`src/bds_fifo.sv`:
```
`timescale 1ns / 1ps
`default_nettype none
// ----------------------------------------------------------------------------
// bds_fifo
// Small register-based first-in first-out queue with occupancy count.
// ----------------------------------------------------------------------------
module bds_fifo #(
    parameter int  WIDTH = 8,
    parameter int  DEPTH = 4,
    localparam int CNT_W = $clog2(DEPTH + 1)
) (
    input  wire logic             i_clk,
    input  wire logic             i_rst_n,
    input  wire logic             i_push,
    input  wire logic [WIDTH-1:0] i_push_data,
    input  wire logic             i_pop,
    output logic      [WIDTH-1:0] o_pop_data,
    output logic                  o_full,
    output logic                  o_empty,
    output logic      [CNT_W-1:0] o_count
);
    localparam int PTR_W = (DEPTH > 1) ? $clog2(DEPTH) : 1;
    localparam logic [PTR_W-1:0] PTR_LAST = PTR_W'(DEPTH - 1);

    logic [WIDTH-1:0] r_mem [DEPTH];
    logic [PTR_W-1:0] r_wr_ptr, n_wr_ptr;
    logic [PTR_W-1:0] r_rd_ptr, n_rd_ptr;
    logic [CNT_W-1:0] r_count,  n_count;

    // pointer and count update
    always_comb begin
        n_wr_ptr = r_wr_ptr;
        n_rd_ptr = r_rd_ptr;
        n_count  = r_count;
        if (i_push) begin
            n_wr_ptr = (r_wr_ptr == PTR_LAST) ? '0 : r_wr_ptr + PTR_W'(1);
        end
        if (i_pop) begin
            n_rd_ptr = (r_rd_ptr == PTR_LAST) ? '0 : r_rd_ptr + PTR_W'(1);
        end
        if (i_push && !i_pop) begin
            n_count = r_count + CNT_W'(1);
        end else if (!i_push && i_pop) begin
            n_count = r_count - CNT_W'(1);
        end
    end

    always_ff @(posedge i_clk) begin
        if (!i_rst_n) begin
            r_wr_ptr <= '0;
            r_rd_ptr <= '0;
            r_count  <= '0;
        end else begin
            r_wr_ptr <= n_wr_ptr;
            r_rd_ptr <= n_rd_ptr;
            r_count  <= n_count;
        end
    end

    // storage
    always_ff @(posedge i_clk) begin
        if (i_push) begin
            r_mem[r_wr_ptr] <= i_push_data;
        end
    end

    assign o_pop_data = r_mem[r_rd_ptr];
    assign o_full     = (r_count == CNT_W'(DEPTH));
    assign o_empty    = (r_count == '0);
    assign o_count    = r_count;

`ifndef SYNTHESIS
    a_no_overflow: assert property (@(posedge i_clk) disable iff (!i_rst_n)
        i_push |-> (!o_full || i_pop))
        else $error("fifo pushed while full");
    a_no_underflow: assert property (@(posedge i_clk) disable iff (!i_rst_n)
        i_pop |-> !o_empty)
        else $error("fifo popped while empty");
    a_count_up: assert property (@(posedge i_clk) disable iff (!i_rst_n)
        (i_push && !i_pop) |=> (o_count == $past(o_count) + CNT_W'(1)))
        else $error("fifo count did not follow a push");
`endif
endmodule
`default_nettype wire

```
`config.mk`:
```
export PLATFORM = sky130hd
export DESIGN_NAME = bds_fifo
export DESIGN_NICKNAME = d
export VERILOG_FILES = /design/src/bds_fifo.sv
export SDC_FILE = /design/constraint.sdc
export NUM_CORES = 1
export LEC_CHECK = 0
export BUFFER_PORTS_ARGS = -buffer_cell sky130_fd_sc_hd__buf_2
export CAP_MARGIN = 20
export CELL_PAD_IN_SITES_DETAIL_PLACEMENT = 1
export CELL_PAD_IN_SITES_GLOBAL_PLACEMENT = 2
export CORE_UTILIZATION = 43
export CTS_CLUSTER_SIZE = 8
export DETAILED_ROUTE_END_ITERATION = 8
export PLACE_DENSITY = 0.91
export SYNTH_ARGS = -nofsm -noshare
export SYNTH_HDL_FRONTEND = slang
export SYNTH_SLANG_ARGS = --single-unit
```
`constraint.sdc`:
```
create_clock -name i_clk -period 2.9 [get_ports i_clk]
set_input_delay 0.58 -clock i_clk [delete_from_list [all_inputs] [get_ports i_clk]]
set_output_delay 0.58 -clock i_clk [all_outputs]
set_load 0.005 [all_outputs]
```
# After elaboration in Yosys (flattened, before gate mapping)
# Memory sizes are Yosys's and may differ from the RTL's. A register that Yosys moved wholly into a read port is not among the register bits.
# Cells that the tools add are included.
# totals
ramBits	32
register_bits	7
input_bits	12
romBits	0
output_inout_bits	13
word_cells	25
n_memories	1
latch_bits	0
# memory_table
name	words	word_bits	rd	rd_ports_with_merged_regs	write_ports	line_no	source
r_mem	4	8	1	1	1	25	logic [WIDTH-1:0] r_mem [DEPTH];
# op_classes
reduce_logical	6
shift	0
n_mux	8
multipliers	0
div	0
n_addsub	4
n_eq_ne	3
bitwise_logic	0
n_lt_le_gt_ge	0
# ops
cell	n
2-bit 2-to-1 mux	4
3-bit 2-to-1 mux	2
2-bit by 1-bit adder with 2-bit output (second input constant)	2
2-bit equality test (second input constant)	2
3-bit by 1-bit adder with 3-bit output (second input constant)	1
3-bit equality test (second input constant)	1
3-bit logical NOT	1
3-bit by 1-bit subtractor with 3-bit output (second input constant)	1
1-bit logical AND	2
1-bit logical NOT	2
1-bit 2-to-1 mux	2
2-bit nonzero test	1

# Longest topological paths before layout
# logic_depth
depth_word	4
ltp_mapped	7
mapped_depth_nobuf	7

# Least setup slack after synthesis
# Ideal clock, no wire load.
# synth_timing
kind	input-to-reg
startpoint	in i_pop
endpoint	reg r_count[2] (netlist: o_count[2])
required_time_ns	2.830
t_arrival_ns	1.773
cell_stages	7
path_slack_ns	1.057
n_path_buf	0
setup_time_ns	0.070
cell_sequence	inv_1 ha_1 inv_1 fa_1 xor2_1 or3_1 a21boi_1
# synth_via
elab_chain_cells	3
elab_cells_between_ends	5
classes_between	mux: 1; reduce/logical: 4
# synth_rtl
element	line_no	source
start: declaration	16	input wire logic i_pop,
1-bit logical NOT	41	if (i_push && !i_pop) begin
1-bit logical AND	41	
3-bit 2-to-1 mux / 2-bit nonzero test (equally long branches)	n/a	
end signal: assignment	56	r_count <= n_count;
end: declaration	28	logic [CNT_W-1:0] r_count, n_count;
# Parallel ways exist; a longest one is shown, timed or not.
# A chain may end at the register's enable or synchronous reset.

==> run_results.csv <==
group,metric,value,unit
outcome,status,"complete, no violations",
clock_network,cts.clk_slew.worst_paths,0.07,ns
grt,overflow,0,
clock_network,cts-root-buf,"clkbuf_8",
timing,maxSlewHeadroom,64.19,%
timing,setup_slack,0.6461,ns
timing,finalSetupViolations,0,
clock_network,cts_tree,"built",
grt,grt_pass1_wl,4464,um
setup_path,slowest_delay,0.66,ns
power_and_ir_drop,p_leak,0.6898,nW
yosys,avgSynthCellArea,18.78,um2
setup_path,r2r-end,"o_count[2]",
placed_design,place_area,1777,um2
clock_network,clkSinkCount,41,
route,vias,817,
timing,post-route-period-util,77.72,%
grt,grt_usage,15.98,%
yosys,synth_nets,105,
yosys,synthTopCellsByArea,"edfxtp_1 (59%), dfxtp_1 (11%), mux4_2 (11%)",
power_and_ir_drop,peakVddDrop,0.0002419,V
timing,tightest_slew,0.5364,ns
setup_path,reg2reg_slack,1.38,ns
worst_hold_path,min_path_cells,1,
floorplan,start_util,46.57,%
route,wl_per_cell,17.12,um
setup_path,critical_path.top_delay_family,"flip-flops",
cells_and_area,nets,134,
power_and_ir_drop,powerDensity,631.7,nW/um2
setup_path,worstPathMaxFanout,8,
clock_network,cts_made_buffers,5,
clock_network,ctsHoldBuffers,0,
yosys,synth_commonest_cells,"edfxtp_1 (32), dfxtp_1 (9), mux4_2 (8)",
timing,rsz0062_at_grt,"no",
cells_and_area,layout-drive-gt1-share,32.76,%
route,dr.pass1.iters,4,
timing,fmax,443.7,MHz
setup_path,required,2.32,ns
yosys,synth_edf_count,32,
yosys,synth.most_common_cell,"edfxtp_1",
floorplan,ios,25,
timing,finalSetupTns,0,ns
cells_and_area,diodes,0,
setup_path,start_kind,"flop",
clock_network,htreeDepth,2,
yosys,yosysSeqAreaShare,70.64,%
timing,hold_ws,0.5031,ns
placed_design,pre_cts_slack,0.7450,ns
floorplan,die_y,63.29,um
route,post_drt_via_cell_ratio,5.043,
yosys,synth_area,1615,um2
setup_path,cpMaxStageDelayCell,"dfxtp_1",
cells_and_area,design_area,1858,um2
timing,post-route-min-period,2.254,ns
setup_path,endpoint_kind,"output pin",
route,drt_iter0_drc,24,
timing,final_max_slew_viol_count,0,
setup_path,r2r-start,"o_count[0]",
setup_path,arrival,1.67,ns
grt,grt_max_degree,13,
job,maxCapViolCount,0,
yosys,ys.flop_type,"edfxtp_1",
cells_and_area,fill_cells,347,
worst_hold_path,min-delay-start,"i_push_data[7]",
setup_path,cp.buffers_inverters,1,
clock_network,cts_setup_buffers,0,
grt,grt_pass1_vias,897,
yosys,yosys.area.top_type,"edfxtp_1",
yosys,syn-instance-count,86,
yosys,yosys_register_bits,41,
yosys,async_flop_share,0,%
yosys,synth_warnings,0,
yosys,synth_top_area_share,59.49,%
timing,hold_viol,0,
yosys,synth.distinct_cells,20,
setup_path,cp_cell_sequence,"mux4_2 -> buf_2",
clock_network,cts_resized,0,
setup_path,worstRegToRegCells,4,
clock_network,clk_latency,0.29,ns
placed_design,hpwl,2084,um
worst_hold_path,min_path_type,"primary input to flop",
route,wl,2773,um
floorplan,core-area,3468,um2
route,antenna_left,0,
placed_design,numPortBuffers,24,
floorplan,row_count,21,
clock_network,clockBufferDepth,2,
worst_hold_path,hold_end,"r_mem[2][7]",
setup_path,criticalPathCategory,"flop to output pin",
floorplan,design.die.area,4006,um2
timing,finClkSkew,0.005952,ns
grt,antenna_found_initial,0,
cells_and_area,syn2layout_area_growth,15.03,%
placed_design,gp_congestion,0.6934,
route,drt_drc_violations_left,0,
floorplan,die_w,63.29,um
## state kept, by name, summed over array words and instances (netlist names), named ones only
register and cells:
o_count 3, r_mem 32, r_rd_ptr 2, r_wr_ptr 2
## worst reg2reg max path, stage by stage (launching register included)
cell	delay (ns)
dfxtp_1	0.37
fa_1	0.45
xor2_1	0.16
or3_1	0.30
a21boi_1	0.16
## cells by family after synthesis
| group | synth area share, % |
|---|---|
| adder cells (fa/ha/maj) | 5.887 |
| AND/OR/NAND/NOR | 5.577 |
| buffers and inverters | 1.936 |
| XOR/XNOR | 1.085 |
| AO/OA/AOI/OAI | 1.239 |
| flip-flops | 70.64 |
| multiplexers | 13.63 |
## where the power goes
part	leakage [nW]	internal [mW]	switching [mW]	total, mW
logic	0.279	0.0735	0.0608	0.134
registers	0.368	0.668	0.0284	0.697
clock network	0.0430	0.162	0.181	0.343
## layer usage
layer  track usage (%)  vias to the layer above  wire length, um
li1                  -                      380                -
met5                 0                        -                0
met1             17.78                      419             1110
met3             5.978                        3               85
met4             5.114                        0               21
met2             28.09                       15             1555
## per-stage QoR
step	power, mW	instances	util, %
final	1.174	162	53.57
after global routing	1.233	162	53.57
after CTS	1.188	162	53.57
after detailed placement	0.8476	154	51.23
after global placement	0.8340	154	51.23
after floorplan	0.7827	86	-
## worst max-delay path by stage
stage / start / to / slack [ns] / cells after the start
floorplan: i_pop / o_count[2] / 1.06 / 7
global placement: i_pop / o_count[2] / 0.89 / 8
detailed placement: i_pop / o_count[2] / 0.75 / 8
CTS: flop / o_pop_data[6] / 0.58 / 2
global route: flop / o_pop_data[3] / 0.51 / 2
finish: flop / o_pop_data[3] / 0.65 / 2
## cell type report
| cell class | count | area [um2] | share of cell area, % |
|---|---|---|---|
| clock inverter | 3 | 12.51 | 0.6734 |
| sequential | 41 | 1141 | 61.41 |
| inverter | 4 | 15.01 | 0.8081 |
| multi-input combinational | 39 | 442.9 | 23.84 |
| clock buffer | 5 | 68.82 | 3.704 |
| tap | 46 | 57.56 | 3.098 |
| timing repair buffer | 24 | 120.1 | 6.465 |
## cells in the final DEF, fill, tap and decap left out, drive strengths merged
master	instances
edfxtp	32
dfxtp	9
a21boi	1
nor2	1
clkbuf	5
nor2b	5
xor2	1
mux4	8
nor3	2
buf	24
xnor2	1
clkinv	3
o21ai	1
and2	5
fa	1
or3	1
inv	4
o21a	1
nor3b	1
ha	6
mux2i	4
No activity file was read; power rests on OpenSTA's default activity.
