<file path="src/bds_pkg.sv">
`timescale 1ns / 1ps
`default_nettype none
// ----------------------------------------------------------------------------
// bds_pkg
// Shared widths, codes and payload types of the box-filter downsampler.
// ----------------------------------------------------------------------------
package bds_pkg;

    // fixed field widths
    localparam int PIX_W          = 8;
    localparam int PCOL_W         = 8;
    localparam int PROW_W         = 10;
    localparam int OUT_W_W        = 9;
    localparam int OUT_H_W        = 11;
    localparam int CFG_DATA_W     = 11;
    localparam int CFG_IDX_W      = 1;
    localparam int MAX_OUT_HEIGHT = 1024;

    // queue depths
    localparam int CMD_DEPTH = 4;
    localparam int OUT_DEPTH = 4;

    // configuration register indexes
    typedef enum logic [CFG_IDX_W-1:0] {
        CFG_OUT_WIDTH  = 1'b0,
        CFG_OUT_HEIGHT = 1'b1
    } t_cfg_idx;

    // control part of a sub-row transaction from front to back
    typedef struct packed {
        logic              first;
        logic              emit;
        logic              last;
        logic [PCOL_W-1:0] pixel_column;
        logic [PROW_W-1:0] pixel_row;
    } t_cmd_ctl;

    // one output pixel
    typedef struct packed {
        logic [PIX_W-1:0]  red;
        logic [PIX_W-1:0]  green;
        logic [PIX_W-1:0]  blue;
        logic [PCOL_W-1:0] pixel_column;
        logic [PROW_W-1:0] pixel_row;
        logic              frame_last;
    } t_pixel;

endpackage
`default_nettype wire

</file>
<file path="src/bds_in_if.sv">
`timescale 1ns / 1ps
`default_nettype none
// ----------------------------------------------------------------------------
// bds_in_if
// Input pixel channel: valid/ready handshake with one RGB pixel.
// ----------------------------------------------------------------------------
interface bds_in_if;
    import bds_pkg::*;

    logic             valid;
    logic             ready;
    logic [PIX_W-1:0] in_red;
    logic [PIX_W-1:0] in_green;
    logic [PIX_W-1:0] in_blue;

    modport source (output valid, output in_red, output in_green, output in_blue,
                    input ready);
    modport sink   (input valid, input in_red, input in_green, input in_blue,
                    output ready);
endinterface
`default_nettype wire

</file>
<file path="src/bds_front.sv">
`timescale 1ns / 1ps
`default_nettype none
// ----------------------------------------------------------------------------
// bds_front
// Accepts raster pixels, keeps the position counters and the horizontal
// sums, and issues one sub-row transaction per completed sub-row segment.
// ----------------------------------------------------------------------------
module bds_front #(
    parameter int  FACTOR        = 4,
    parameter int  MAX_OUT_WIDTH = 256,
    localparam int COL_W = (MAX_OUT_WIDTH > 1) ? $clog2(MAX_OUT_WIDTH) : 1,
    localparam int SUM_W = $clog2(FACTOR * FACTOR * 255 + 1)
) (
    input  wire logic                          i_clk,
    input  wire logic                          i_rst_n,
    input  wire logic                          i_cfg_we,
    input  wire bds_pkg::t_cfg_idx             i_cfg_index,
    input  wire logic [bds_pkg::CFG_DATA_W-1:0] i_cfg_data,
    bds_in_if.sink                             i_pix,
    input  wire logic                          i_cmd_full,
    output logic                               o_cmd_push,
    output bds_pkg::t_cmd_ctl                  o_cmd_ctl,
    output logic      [COL_W-1:0]              o_cmd_idx,
    output logic      [2:0][SUM_W-1:0]         o_cmd_sum
);
    import bds_pkg::*;

    localparam int SUB_W  = $clog2(FACTOR);
    localparam int RUN_W  = $clog2(FACTOR * 255 + 1);
    localparam int WCMP_W = ($clog2(MAX_OUT_WIDTH + 1) > OUT_W_W) ?
                            $clog2(MAX_OUT_WIDTH + 1) : OUT_W_W;
    localparam logic [SUB_W-1:0]   SUB_LAST = SUB_W'(FACTOR - 1);
    localparam logic [WCMP_W-1:0]  W_MAX    = WCMP_W'(MAX_OUT_WIDTH);
    localparam logic [OUT_H_W-1:0] H_MAX    = OUT_H_W'(MAX_OUT_HEIGHT);

    logic [OUT_W_W-1:0]      r_out_width;
    logic [OUT_H_W-1:0]      r_out_height;
    logic [2:0][RUN_W-1:0]   r_run,          n_run;
    logic [SUB_W-1:0]        r_sub_column,   n_sub_column;
    logic [SUB_W-1:0]        r_sub_row,      n_sub_row;
    logic [COL_W-1:0]        r_block_column, n_block_column;
    logic [PROW_W-1:0]       r_block_row,    n_block_row;

    logic                    w_accept;
    logic [2:0][PIX_W-1:0]   w_in;
    logic [2:0][RUN_W-1:0]   w_sum;
    logic [WCMP_W-1:0]       w_width_ext;
    logic [WCMP_W-1:0]       w_width_eff;
    logic [OUT_H_W-1:0]      w_height_eff;
    logic                    w_col_wrap;
    logic                    w_row_last;
    logic                    w_bcol_last;
    logic                    w_brow_last;

    // configuration registers
    always_ff @(posedge i_clk) begin
        if (!i_rst_n) begin
            r_out_width  <= OUT_W_W'(1);
            r_out_height <= OUT_H_W'(1);
        end else if (i_cfg_we) begin
            case (i_cfg_index)
                CFG_OUT_WIDTH:  r_out_width  <= i_cfg_data[OUT_W_W-1:0];
                CFG_OUT_HEIGHT: r_out_height <= i_cfg_data[OUT_H_W-1:0];
                default: begin
                end
            endcase
        end
    end

    // clamped image size
    assign w_width_ext  = WCMP_W'(r_out_width);
    assign w_width_eff  = (r_out_width == '0) ? WCMP_W'(1) :
                          (w_width_ext > W_MAX) ? W_MAX : w_width_ext;
    assign w_height_eff = (r_out_height == '0) ? OUT_H_W'(1) :
                          (r_out_height > H_MAX) ? H_MAX : r_out_height;

    // position classification
    assign w_col_wrap  = (r_sub_column == SUB_LAST);
    assign w_row_last  = (r_sub_row == SUB_LAST);
    assign w_bcol_last = (WCMP_W'(r_block_column) + WCMP_W'(1)) >= w_width_eff;
    assign w_brow_last = ({1'b0, r_block_row} + OUT_H_W'(1)) >= w_height_eff;

    assign i_pix.ready = !i_cmd_full;
    assign w_accept    = i_pix.valid && i_pix.ready;

    // horizontal sums including the current pixel
    always_comb begin
        w_in[0] = i_pix.in_red;
        w_in[1] = i_pix.in_green;
        w_in[2] = i_pix.in_blue;
        for (int c = 0; c < 3; c++) begin
            w_sum[c] = r_run[c] + RUN_W'(w_in[c]);
        end
    end

    // counter and running sum update
    always_comb begin
        n_run          = r_run;
        n_sub_column   = r_sub_column;
        n_sub_row      = r_sub_row;
        n_block_column = r_block_column;
        n_block_row    = r_block_row;
        if (w_accept) begin
            if (w_col_wrap) begin
                n_run        = '0;
                n_sub_column = '0;
                if (w_bcol_last) begin
                    n_block_column = '0;
                    if (w_row_last) begin
                        n_sub_row   = '0;
                        n_block_row = w_brow_last ? '0 : r_block_row + PROW_W'(1);
                    end else begin
                        n_sub_row = r_sub_row + SUB_W'(1);
                    end
                end else begin
                    n_block_column = r_block_column + COL_W'(1);
                end
            end else begin
                n_run        = w_sum;
                n_sub_column = r_sub_column + SUB_W'(1);
            end
        end
    end

    always_ff @(posedge i_clk) begin
        if (!i_rst_n) begin
            r_run          <= '0;
            r_sub_column   <= '0;
            r_sub_row      <= '0;
            r_block_column <= '0;
            r_block_row    <= '0;
        end else begin
            r_run          <= n_run;
            r_sub_column   <= n_sub_column;
            r_sub_row      <= n_sub_row;
            r_block_column <= n_block_column;
            r_block_row    <= n_block_row;
        end
    end

    // sub-row transaction towards the back end
    always_comb begin
        o_cmd_push             = w_accept && w_col_wrap;
        o_cmd_idx              = r_block_column;
        o_cmd_ctl.first        = (r_sub_row == '0);
        o_cmd_ctl.emit         = w_row_last;
        o_cmd_ctl.last         = w_row_last && w_bcol_last && w_brow_last;
        o_cmd_ctl.pixel_column = PCOL_W'(r_block_column);
        o_cmd_ctl.pixel_row    = r_block_row;
        for (int c = 0; c < 3; c++) begin
            o_cmd_sum[c] = SUM_W'(w_sum[c]);
        end
    end

`ifndef SYNTHESIS
    a_push_has_room: assert property (@(posedge i_clk) disable iff (!i_rst_n)
        o_cmd_push |-> !i_cmd_full)
        else $error("sub-row transaction issued into a full queue");
    a_last_is_emit: assert property (@(posedge i_clk) disable iff (!i_rst_n)
        (o_cmd_push && o_cmd_ctl.last) |-> o_cmd_ctl.emit)
        else $error("frame end flagged on a non-final sub-row");
    a_frame_wrap: assert property (@(posedge i_clk) disable iff (!i_rst_n)
        (o_cmd_push && o_cmd_ctl.last) |=>
            (r_block_row == '0 && r_block_column == '0 && r_sub_row == '0))
        else $error("counters did not wrap after the final block");
`endif
endmodule
`default_nettype wire

</file>
<file path="src/flat_wrapper.sv">
// flat-port wrapper written by rule: the top's interface ports become plain ports
module bds_front_flat import bds_pkg::*;
#(
    parameter int  FACTOR        = 4,
    parameter int  MAX_OUT_WIDTH = 256,
    localparam int COL_W = (MAX_OUT_WIDTH > 1) ? $clog2(MAX_OUT_WIDTH) : 1,
    localparam int SUM_W = $clog2(FACTOR * FACTOR * 255 + 1)
)
  (i_clk, i_rst_n, i_cfg_we, i_cfg_index, i_cfg_data, i_cmd_full, o_cmd_push, o_cmd_ctl, o_cmd_idx, o_cmd_sum, i_pix_valid, i_pix_in_red, i_pix_in_green, i_pix_in_blue, i_pix_ready);
  bds_in_if i_pix_i ();
  input  wire logic i_clk;
  input  wire logic i_rst_n;
  input  wire logic i_cfg_we;
  input  wire bds_pkg::t_cfg_idx i_cfg_index;
  input  wire logic [bds_pkg::CFG_DATA_W-1:0] i_cfg_data;
  input  wire logic i_cmd_full;
  output logic o_cmd_push;
  output bds_pkg::t_cmd_ctl o_cmd_ctl;
  output logic      [COL_W-1:0] o_cmd_idx;
  output logic      [2:0][SUM_W-1:0] o_cmd_sum;
  input wire logic [$bits(i_pix_i.valid)-1:0] i_pix_valid;
  input wire logic [$bits(i_pix_i.in_red)-1:0] i_pix_in_red;
  input wire logic [$bits(i_pix_i.in_green)-1:0] i_pix_in_green;
  input wire logic [$bits(i_pix_i.in_blue)-1:0] i_pix_in_blue;
  output wire logic [$bits(i_pix_i.ready)-1:0] i_pix_ready;
  assign i_pix_i.valid = i_pix_valid;
  assign i_pix_i.in_red = i_pix_in_red;
  assign i_pix_i.in_green = i_pix_in_green;
  assign i_pix_i.in_blue = i_pix_in_blue;
  assign i_pix_ready = i_pix_i.ready;
  bds_front #(.FACTOR(FACTOR), .MAX_OUT_WIDTH(MAX_OUT_WIDTH)) u_core (.i_clk(i_clk), .i_rst_n(i_rst_n), .i_cfg_we(i_cfg_we), .i_cfg_index(i_cfg_index), .i_cfg_data(i_cfg_data), .i_pix(i_pix_i), .i_cmd_full(i_cmd_full), .o_cmd_push(o_cmd_push), .o_cmd_ctl(o_cmd_ctl), .o_cmd_idx(o_cmd_idx), .o_cmd_sum(o_cmd_sum));
endmodule
</file>
<file path="config.mk">
export PLATFORM = sky130hd
export DESIGN_NAME = bds_front_flat
export DESIGN_NICKNAME = d
export VERILOG_FILES = /design/src/bds_pkg.sv /design/src/bds_in_if.sv /design/src/bds_front.sv /design/src/flat_wrapper.sv
export SDC_FILE = /design/constraint.sdc
export NUM_CORES = 1
export LEC_CHECK = 0
export BUFFER_PORTS_ARGS = -buffer_cell sky130_fd_sc_hd__buf_2
export CORE_AREA = 2 2 113 115
export CTS_CLUSTER_SIZE = 16
export DETAILED_ROUTE_END_ITERATION = 8
export DIE_AREA = 0 0 115 117
export HOLD_SLACK_MARGIN = 0.08
export SYNTH_ARGS = -nofsm -noshare
export SYNTH_HDL_FRONTEND = slang
export SYNTH_SLANG_ARGS = --single-unit
</file>
<file path="constraint.sdc">
create_clock -name i_clk -period 3.6 [get_ports i_clk]
set_input_delay 0.72 -clock i_clk [delete_from_list [all_inputs] [get_ports i_clk]]
set_output_delay 0.72 -clock i_clk [all_outputs]
set_load 0.005 [all_outputs]
</file>
# After elaboration in Yosys (flattened, before gate mapping)
# Index checks and enable logic that the tools add are counted.
[op_classes]
n_addsub = 9
n_mul = 0
div_mod_pow = 0
magnitude_cmp = 4
n_eq_ne = 2
n_shift = 0
mux = 9
bitwise = 1
reduce_logical = 13
[ops]
columns = ["op", "count"]
rows = [
  ["adder 10 x 8 -> 10 bit", 3],
  ["2-to-1 mux 30 bit", 1],
  ["2-to-1 mux 11 bit", 2],
  ["2-to-1 mux 9 bit", 2],
  ["adder 10 x 1 -> 11 bit (second input constant)", 1],
  ["greater-or-equal comparator 11 bit", 1],
  ["> comparator 11 bit (second input constant)", 1],
  ["zero test 11 bit", 1],
  ["adder 10 x 1 -> 10 bit (second input constant)", 1],
  ["2-to-1 mux 10 bit", 1],
  ["adder 8 x 1 -> 9 bit (second input constant)", 1],
  ["greater-or-equal comparator 9 bit", 1],
  ["> comparator 9 bit (second input constant)", 1],
  ["zero test 9 bit", 1],
  ["adder 8 x 1 -> 8 bit (second input constant)", 1],
  ["2-to-1 mux 8 bit", 1],
  ["AND reduction 2 bit", 3],
  ["adder 2 x 1 -> 2 bit (second input constant)", 2],
  ["equality test 2 bit (second input constant)", 2],
  ["logical AND 1 bit", 4],
  ["2-to-1 mux 2 bit", 2],
  ["AND reduction 4 bit", 1],
  ["AND reduction 3 bit", 1],
  ["zero test 2 bit", 1],
  ["other kinds (2)", 2],
]
[totals]
ff_bits = 72
latch_bits = 0
mem_bits_rw = 0
romBits = 0
in_bits = 41
output_inout_bits = 67
elab_cells = 47
n_memories = 0

# Depth between registers and ports, before layout
[logic_depth]
depth_word = 6
depth_mapped = 13
mapped_depth_nobuf = 11

# Worst setup path before layout
# Ideal clock, no wire load.
[synth_timing]
path_type = "reg2out"
startpoint = "register u_core.r_block_row[0]"
endpoint = "output port o_cmd_ctl[18] (netlist name)"
t_arrival_ns = 2.337
required_ns = 2.880
path_slack_ns = 0.543
path_stages_with_launch = 13
path_buffers = 2
cell_sequence = "dfxtp_1 -> ha_1 -> and3_1 -> buf_2 -> nand3_1 -> xnor2_1 -> ha_1 -> nand4_1 -> a21oi_1 -> o211ai_1 -> and3_1 -> clkbuf_4 -> nor3b_1"
[synth_rtl]
columns = ["element", "line", "text"]
rows = [
  ["from (decl)", "bds_front.sv:42", "logic [PROW_W-1:0] r_block_row, n_block_row;"],
  ["from (signal assigned)", "bds_front.sv:137", "r_block_row <= n_block_row;"],
  ["to (decl)", "flat_wrapper.sv:18", "output bds_pkg::t_cmd_ctl o_cmd_ctl;"],
]

==> run_results.csv <==
group,metric,value,unit
yosys,synth_ff_type,"dfxtp_1",
global_routing,grt_pass1_wl,19.0,mm
global_routing,grt_pass1_vias,4086,
power_and_ir_drop,p_switching,0.000615,W
setup_path,worstSetupEndpointType,"output port",
setup_path,crit_buf_inv,1,
route,detail_route.iter0.violations,276,
floorplanning,core-area,0.0123,mm²
clocking,cts_tree,"built",
place,gp_congestion,0.909,
sta,finClkSkew,0.00464,ns
setup_path,slowest_stage,"dfxtp_2",
setup_path,reg2reg_depth,12,
setup_path,crit_path_max_incr_delay,0.40,ns
power_and_ir_drop,power.share.sequential,39.3,%
clocking,cts_max_level,3,
route,wl_met3,503,µm
global_routing,antenna_found_initial,0,
clocking,cts_max_path_buffers,2,
sta,slew_violations,0,
yosys,ys_warn_count,0,
global_routing,grt_max_degree,58,
route,drc,0,
sta,max-slew-margin-rel,58.1,%
clocking,clk_pin_slew,0.06,ns
power_and_ir_drop,swShare,28.4,%
power_and_ir_drop,pwr-share-clk,41.6,%
route,wl_met2,5.48,mm
yosys,synth.area.mux_share,0.420,%
route,ant_nets,0,
route,wl_met1,5.47,mm
yosys,synth_top_family_by_area,"simple AND/OR/NAND/NOR gates",
yosys,synth-xor-area-share,6.61,%
floorplanning,ios,108,
route,routed-via-count,4445,
min_path,hp-class,"register to register",
floorplanning,die-area,0.0135,mm²
clocking,clkLatencyLatePin,0.34,ns
sta,hold_viol_final,0,
layout,antenna_cells,0,
layout,fin_area,0.00565,mm²
yosys,ys_ff_latch,72,
sta,rsz0062_at_grt,"no",
sta,setup_viol,0,
floorplanning,die_y,117,µm
place,postPlaceCellArea,0.00531,mm²
sta,worstMarginPinSlew,0.623,ns
yosys,syn_area,0.00477,mm²
route,topRoutingLayerUsed,"met4",
sta,fin_setup_tns,0,ns
floorplanning,die_w,115,µm
route,wl_per_cell,14.0,µm
layout,fill_cells,1209,
layout,ff_latch_area,0.00145,mm²
power_and_ir_drop,vdd_drop_max,0.000171,V
power_and_ir_drop,p_comb_share,19.1,%
setup_path,worst-setup-path-type,"register to output port",
route,viasPerCell,5.34,
yosys,synth_edf_count,0,
sta,holdWs,0.458,ns
outcome,status,"complete, no violations",
power_and_ir_drop,power.density,384,mW/mm²
clocking,cts_hold_buf,0,
yosys,seq_area_frac_synth,30.2,%
yosys,avgSynthCellArea,8.07,µm²
min_path,min_path_cells,2,
global_routing,grt_util_all_layers,17.6,%
layout,layout.nets,771,
yosys,async_reset_ff_share,0,%
place,portBuffers,101,
yosys,synthCells,591,
clocking,cts_num_sinks,72,
sta,post-route-min-period,3.41,ns
layout,area_growth,18.5,%
setup_path,startpoint_type,"register",
layout,multi_input_area,0.00306,mm²
sta,timing.final.ws_setup,0.194,ns
place,post-place-ws,0.284,ns
setup_path,path_depth,11,
route,detail_route.first_pass.iterations,4,
setup_path,crit_chain,"ha_4 -> and3_4 -> nand3_1 -> xnor2_1 -> ha_1 -> nand4_1 -> a21oi_2 -> o211ai_1 -> and3_1 -> nor3b_2 -> buf_2",
layout,drive_gt1_share,22.0,%
sta,fin_crit_sh,94.6,%
setup_path,required,2.88,ns
floorplanning,rows,41,
sta,fmax,294,MHz
setup_path,crit_fanout,6,
power_and_ir_drop,leakagePower,2.58,nW
clocking,cts_buffers,9,
yosys,synth.distinct_cells,64,
clocking,root_buffer,"clkbuf_16",
yosys,synth_compound_area_share,18.4,%
global_routing,grt_overflow_total,0,
flow_run,cap_violations,0,
floorplanning,initial_core_util,38.7,%
place,post-dp-hpwl,8.70,mm
power_and_ir_drop,cellInternalPower,0.00155,W
yosys,synth-adder-area-share,14.1,%
route,wl,11.7,mm
setup_path,cp_top_family,"simple AND/OR/NAND/NOR gates",
yosys,synth_simple_gate_area_share,23.6,%
setup_path,worstPathArrival,2.69,ns
state kept, by name, indices dropped and copies added, names as in the netlist:
signal               cells
u_core.o_cmd_idx         8
u_core.r_block_row      10
u_core.r_out_height     11
u_core.r_out_width       9
u_core.r_run            30
u_core.r_sub_column      2
u_core.r_sub_row         2
layout by cell type, fill, tap and decap left out, types with 3 or more instances in the layout:
| cell type | instances |
|---|---|
| buf_2 | 101 |
| nor4_1 | 3 |
| nor3_1 | 12 |
| a31oi_1 | 5 |
| ha_1 | 48 |
| a22oi_1 | 17 |
| a211oi_1 | 3 |
| o22ai_1 | 8 |
| inv_1 | 20 |
| a32o_1 | 4 |
| a21o_1 | 4 |
| buf_4 | 9 |
| xnor2_1 | 22 |
| nor2_1 | 50 |
| nand3_1 | 17 |
| nor2b_1 | 4 |
| a21oi_1 | 57 |
| o21ai_0 | 12 |
| or4_1 | 4 |
| and3_1 | 10 |
| clkinv_2 | 3 |
| conb_1 | 6 |
| o211ai_1 | 5 |
| nand3b_1 | 9 |
| clkbuf_16 | 9 |
| o21a_1 | 5 |
| clkinv_1 | 3 |
| fa_1 | 3 |
| o2111ai_1 | 3 |
| nand2_1 | 93 |
| xor2_1 | 14 |
| dfxtp_1 | 69 |
| nand4_1 | 4 |
| dfxtp_2 | 3 |
power groups by stage:
stage | clock network (W) | logic, W | registers (W)
final | 0.000902 | 0.000414 | 0.000851
after global routing | 0.000955 | 0.000465 | 0.000854
after CTS | 0.000926 | 0.000409 | 0.000851
after detailed placement | 0 | 0.000405 | 0.000868
after global placement | 0 | 0.000400 | 0.000867
after floorplan | 0 | 0.000280 | 0.000862
Yosys cell counts, types with 3 or more instances:
cell / count / share of area (%)
a211oi_1: 3 / 0.47
a21o_1: 4 / 0.63
a21oi_1: 58 / 6.1
a22oi_1: 17 / 2.7
a31oi_1: 5 / 0.66
a32o_1: 4 / 0.84
and3_1: 11 / 1.4
buf_1: 4 / 0.31
buf_4: 15 / 2.4
clkbuf_1: 15 / 1.2
dfxtp_1: 72 / 30
fa_1: 3 / 1.3
ha_1: 49 / 13
inv_1: 21 / 1.7
nand2_1: 93 / 7.3
nand3_1: 17 / 1.8
nand3b_1: 9 / 1.4
nand4_1: 4 / 0.52
nor2_1: 50 / 3.9
nor2b_1: 4 / 0.52
nor3_1: 12 / 1.3
nor4_1: 3 / 0.39
o2111ai_1: 3 / 0.55
o211ai_1: 5 / 0.79
o21a_1: 5 / 0.79
o21ai_0: 12 / 1.3
o22ai_1: 8 / 1.0
or4_1: 4 / 0.63
xnor2_1: 22 / 4.0
xor2_1: 14 / 2.6
per-stage QoR:
stage	util (%)	power (W)	cells
6_report	45.9	0.00217	833
5_1_grt	45.9	0.00227	833
4_1_cts	45.6	0.00219	831
3_5_place_dp	43.1	0.00127	815
3_3_place_gp	43.1	0.00127	815
2_1_floorplan	-	0.00114	596
kinds of logic after synthesis:
kind of cell / after synthesis
XOR/XNOR: 36
adder cells (fa/ha/maj): 52
buffers and inverters: 62
other: 1
multiplexers: 2
AO/OA/AOI/OAI: 137
AND/OR/NAND/NOR: 229
flip-flops: 72
worst register-to-register path: stages (launching register included):
cell and delay [ns]:
dfxtp_1 0.44, ha_1 0.25, nand2_1 0.07, nor2_1 0.16
xnor2_1 0.11, ha_1 0.33, a21oi_1 0.07, o21ai_0 0.30
a211oi_4 0.11, buf_4 0.16, nor3b_4 0.53, nand2_2 0.25
o221ai_1 0.23
what timing repair did:
item	in CTS	in global routing
pin swaps	0	3
setup endpoints to repair	1	1
gates resized for setup	2	7
cloned	0	0
buffers inserted	0	2
metal layers:
metal,vias to the layer above,global-route usage (%)
met3,20,3.19
met2,99,29.1
li1,2257,-
met5,-,0
met4,0,7.15
met1,2069,22.9
worst paths after layout:
| kind | start | to | slack (ns) |
|---|---|---|---|
| worst max register to register | u_core.o_cmd_idx[0] | u_core.r_block_row[5] | 0.52 |
| worst max-delay path | u_core.r_block_row[0] | o_cmd_ctl[18] | 0.19 |
| worst min-delay path | u_core.r_sub_column[1] | u_core.r_sub_column[1] | 0.46 |
| worst min register to register | u_core.r_sub_column[1] | u_core.r_sub_column[1] | 0.46 |
layout make-up:
type	count	area share (%)
tap	150	3.32
clock inverter	7	1.26
timing repair buffer	110	10.1
sequential	72	25.6
clock buffer	9	3.99
multi-input combinational	462	54.2
inverter	23	1.53
Note: power is estimated with default switching activity, not from simulation.
